### src/rtl/core/bhd_pkg.sv
// Shared types and constants of the byte 4-gram hash dedup block.
// Used by the controller, the datapath and the top level.
`default_nettype none

package bhd_pkg;

   localparam int TABLE_SIZE_DEF = 1000081;
   localparam int LIST_DEPTH_DEF = 32768;

   localparam int DATA_W       = 8;
   localparam int INDEX_W      = 20;
   localparam int RSP_TDATA_W  = 24;
   localparam int LIMIT_W      = 16;
   localparam int CSR_DATA_W   = 32;
   localparam int CSR_ADDR_W   = 3;
   localparam int GRAM_LEN     = 4;

   localparam logic [LIMIT_W-1:0] LIMIT_RESET   = 16'd30000;
   localparam logic [31:0]        SPACES_WINDOW = 32'h2020_2020;

   localparam logic [CSR_ADDR_W-3:0] REG_BYTE_LIMIT = '0;

   typedef struct packed {
      logic init_step;
      logic accept;
      logic mul_hi;
      logic mul_lo;
      logic reduce;
      logic read;
      logic check;
      logic emit;
      logic clear_step;
      logic clear_end;
   } cmd_type;

   typedef struct packed {
      logic init_done;
      logic will_probe;
      logic has_result;
      logic rsp_free;
      logic last;
      logic clear_done;
   } status_type;

endpackage

`default_nettype wire

### src/rtl/core/bhd_ctrl.sv
// Controller of the byte 4-gram hash dedup block: sequences reset clearing,
// the per-byte hash and bitmap probe, result hand-off and end-of-message clearing.
// Depends on bhd_pkg.
`default_nettype none

module bhd_ctrl (
   input  wire                     clock,
   input  wire                     reset,
   input  wire                     req_tvalid,
   output logic                    req_tready,
   input  bhd_pkg::status_type     status,
   output bhd_pkg::cmd_type        cmd
);
   import bhd_pkg::*;

   localparam logic [3:0] ST_INIT   = 4'd0;
   localparam logic [3:0] ST_IDLE   = 4'd1;
   localparam logic [3:0] ST_MUL_HI = 4'd2;
   localparam logic [3:0] ST_MUL_LO = 4'd3;
   localparam logic [3:0] ST_REDUCE = 4'd4;
   localparam logic [3:0] ST_READ   = 4'd5;
   localparam logic [3:0] ST_CHECK  = 4'd6;
   localparam logic [3:0] ST_EMIT   = 4'd7;
   localparam logic [3:0] ST_CLEAR  = 4'd8;

   logic [3:0] state_ff;
   logic [3:0] state_in;

   always_ff @(posedge clock) begin
      if (reset) begin
         state_ff <= ST_INIT;
      end else begin
         state_ff <= state_in;
      end
   end

   assign req_tready = (state_ff == ST_IDLE);

   always_comb begin
      cmd      = '0;
      state_in = state_ff;
      case (state_ff)
         ST_INIT: begin
            cmd.init_step = 1'b1;
            if (status.init_done) begin
               state_in = ST_IDLE;
            end
         end
         ST_IDLE: begin
            if (req_tvalid) begin
               cmd.accept = 1'b1;
               state_in   = status.will_probe ? ST_MUL_HI : ST_EMIT;
            end
         end
         ST_MUL_HI: begin
            cmd.mul_hi = 1'b1;
            state_in   = ST_MUL_LO;
         end
         ST_MUL_LO: begin
            cmd.mul_lo = 1'b1;
            state_in   = ST_REDUCE;
         end
         ST_REDUCE: begin
            cmd.reduce = 1'b1;
            state_in   = ST_READ;
         end
         ST_READ: begin
            cmd.read = 1'b1;
            state_in = ST_CHECK;
         end
         ST_CHECK: begin
            cmd.check = 1'b1;
            state_in  = ST_EMIT;
         end
         ST_EMIT: begin
            if (!status.has_result) begin
               state_in = ST_IDLE;
            end else if (status.rsp_free) begin
               cmd.emit = 1'b1;
               state_in = status.last ? ST_CLEAR : ST_IDLE;
            end
         end
         ST_CLEAR: begin
            cmd.clear_step = 1'b1;
            if (status.clear_done) begin
               cmd.clear_end = 1'b1;
               state_in      = ST_IDLE;
            end
         end
         default: begin
            state_in = ST_INIT;
         end
      endcase
   end

endmodule

`default_nettype wire

### config.mk
export PLATFORM = sky130hd
export DESIGN_NAME = bhd_ctrl
export DESIGN_NICKNAME = d
export VERILOG_FILES = /design/src/rtl/core/bhd_pkg.sv /design/src/rtl/core/bhd_ctrl.sv
export SDC_FILE = /design/constraint.sdc
export NUM_CORES = 1
export LEC_CHECK = 0
export BUFFER_PORTS_ARGS = -buffer_cell sky130_fd_sc_hd__buf_2
export CORE_AREA = 5 5 42 44
export CTS_CLUSTER_DIAMETER = 120
export DETAILED_ROUTE_END_ITERATION = 6
export DIE_AREA = 0 0 47 49
export GPL_ROUTABILITY_DRIVEN = 0
export PLACE_DENSITY_LB_ADDON = 0.2
export REMOVE_ABC_BUFFERS = 1
export SLEW_MARGIN = 25
export SYNTH_ARGS = -nofsm -noshare
export SYNTH_HDL_FRONTEND = slang
export SYNTH_SLANG_ARGS = --single-unit
### constraint.sdc
create_clock -name clock -period 3.2 [get_ports clock]
set_input_delay 0 -clock clock [delete_from_list [all_inputs] [get_ports clock]]
set_output_delay 0 -clock clock [all_outputs]
set_load 0.005 [all_outputs]
==> out/qor.csv <==
metric,value,unit
drv_slew,0,
path_clk_slew,40,ps
cts_sinks,4,
vias,405,
ys_types,25,
start_kind,flop,
first_pass_iters,2,
path_class,flop to flop,
syn2layout_area_growth,34.8,%
clk-insertion-delay-late,230,ps
hold_slack,75.8,ps
drc,0,
cts_tree,built,
p_leak,0.225,nW
min_period,1510,ps
slew_headroom,0.722,
wire_per_inst,12.0,um
clock_path_buffers,2,
cp.required,3360,ps
clock.fmax,664,MHz
num_rows,14,
largest_register_ffs,4,
stdcell_count,82,
numPlacedInstances,78,
r2r-start,state_ff[2],
r2r_slack,1690,ps
core,0.00140,mm2
worstReg2RegEnd,state_ff[0],
cts-htree-levels,1,
cts_setup_buffers,0,
ys_seq_area_frac,0.229,
finalSetupViolCount,0,
ys_warn_count,0,
ios,20,
postRouteAntennaNets,0,
cts_root_buf,clkbuf_4,
arrival,1670,ps
fin_crit_sh,0.471,
outcome,finished clean,
min_path_type,primary input to flop,
top_register,state_ff,
reg2regPathDepth,4,
fp.dieArea,0.00230,mm2
ys_ff_latch,4,
worst-path-max-fanout,10,
avgSynthCellArea,7.43,um2
grt_pass1_wl,1620,um
endpoint_kind,flop,
min_delay_worst_endpoint,state_ff[3],
layout.nets,77,
rsz0062_at_grt,no,
antenna_found_initial,0,
antenna_cells,0,
final_util,0.336,
hold_depth,3,
grt_max_degree,14,
post_cts_resized,0,
maxCapViolCount,0,
hold_violations,0,
powerDensity,377,mW/mm2
synth_area,349,um2
start_util,0.249,
cts_hold_buf,1,
hp-start,status[1],
first_iter_violations,6,
drive_gt1_frac,0.424,
dieWidth,47,um
io_buffers,19,
reg_top3,state_ff: 4 flops,
grt_overflow_total,0,
grt_pass1_vias,373,
skew,1.62,ps
worst_slew_pin_slew,417,ps
routed_via_density,4.94,
ir_worst_vdd,183,uV
wl,980,um
synth_cells,47,
die_height,49,um
hpwl,778,um
tns,0,ps
track_usage,0.0951,
numCtsBuffers,3,
-- metrics by stage --
stage | power, mW | cell area (um2) | setup WS (ps)
after CTS | 0.180 | 470 | 1690
after global routing | 0.195 | 470 | 1640
final | 0.177 | 470 | 1690
after global placement | 0.117 | 438 | 1750
after detailed placement | 0.116 | 438 | 1700
after floorplan | 0.0942 | 323 | 1830
-- where the power goes --
part | internal (mW) | switching [mW]
registers | 0.0541 | 0.0104
clock network | 0.0418 | 0.0191
logic | 0.0260 | 0.0258
total | 0.122 | 0.0552
-- cells in the final DEF (no fill, tap or decap) --
| cell | synthesis | final |
|---|---|---|
| a31oi_1 | 1 | 1 |
| nand2b_1 | 1 | 1 |
| nand2_2 | 1 | 1 |
| and2_1 | 2 | 2 |
| dlygate4sd3_1 | 0 | 1 |
| or2_2 | 1 | 1 |
| or4b_4 | 1 | 1 |
| buf_2 | 3 | 19 |
| o21ai_0 | 1 | 1 |
| clkbuf_4 | 0 | 3 |
| a21oi_1 | 4 | 4 |
| nor3_2 | 1 | 1 |
| mux2i_1 | 1 | 1 |
| nor3_1 | 5 | 5 |
| a221o_1 | 2 | 2 |
| nor2_1 | 3 | 3 |
| inv_1 | 1 | 1 |
| o211a_1 | 1 | 1 |
| dfxtp_1 | 4 | 4 |
| nor4b_1 | 1 | 1 |
| nand2b_4 | 1 | 1 |
| a211o_1 | 1 | 1 |
| inv_2 | 1 | 1 |
| nand2_1 | 7 | 7 |
| nor4_1 | 1 | 1 |
| a221oi_1 | 1 | 1 |
-- worst max-delay path, stage by stage (launching register included) --
cell      delay (ps)
dfxtp_1          550
nand2b_4         110
or4b_4           550
o211a_1          140
nor3_2            90
-- cells in the mapped netlist --
cell,n,share of area
a21oi_1,4,0.057
nor4_1,1,0.018
dfxtp_1,4,0.23
a221oi_1,1,0.025
nand2_2,1,0.018
o21ai_0,1,0.014
buf_6,1,0.032
nor2_1,3,0.032
nand2b_1,1,0.018
mux2i_1,1,0.029
o211a_1,1,0.029
inv_1,1,0.011
and2_1,2,0.036
nor3_1,5,0.072
a31oi_1,1,0.018
nand2_1,7,0.075
or4b_4,1,0.039
nand2b_4,1,0.039
nor3_2,1,0.029
nor4b_1,1,0.025
a211o_1,1,0.025
buf_2,3,0.043
or2_2,1,0.018
inv_2,1,0.011
a221o_1,2,0.057
-- cells by family (layout without fill, tap and decap cells) --
group	Yosys count	count (layout)	share of synthesized area
and+or+nand+nor	25	25	0.419
AOI/OAI and AO/OA	11	11	0.226
DFF	4	4	0.229
muxes	1	1	0.0287
buffers and inverters	6	25	0.0967
-- routing by layer --
layer  routed length, um  track usage
met1                 432        0.127
met2                 467        0.133
met3                  80       0.0332
met4                   0       0.0415
met5                   0            0
-- worst max path at each step --
stage | start | depth (start not counted) | slack, ps | end
after floorplan | state_ff[2] | 4 | 1830 | state_ff[0]
after global placement | state_ff[3] | 4 | 1750 | state_ff[0]
after detailed placement | state_ff[2] | 4 | 1700 | state_ff[0]
after CTS | state_ff[2] | 4 | 1690 | state_ff[0]
after global routing | state_ff[3] | 3 | 1640 | cmd[0]
final | state_ff[2] | 4 | 1690 | state_ff[0]
-- area by class of cell --
class | instances | area (um2)
tap | 16 | 20.0
fill | 171 | 931
inverter | 2 | 7.51
timing repair buffer | 20 | 105
clock buffer | 3 | 22.5
multi-input combinational | 37 | 235
sequential | 4 | 80.1
Power figures use the tool's default switching activity.
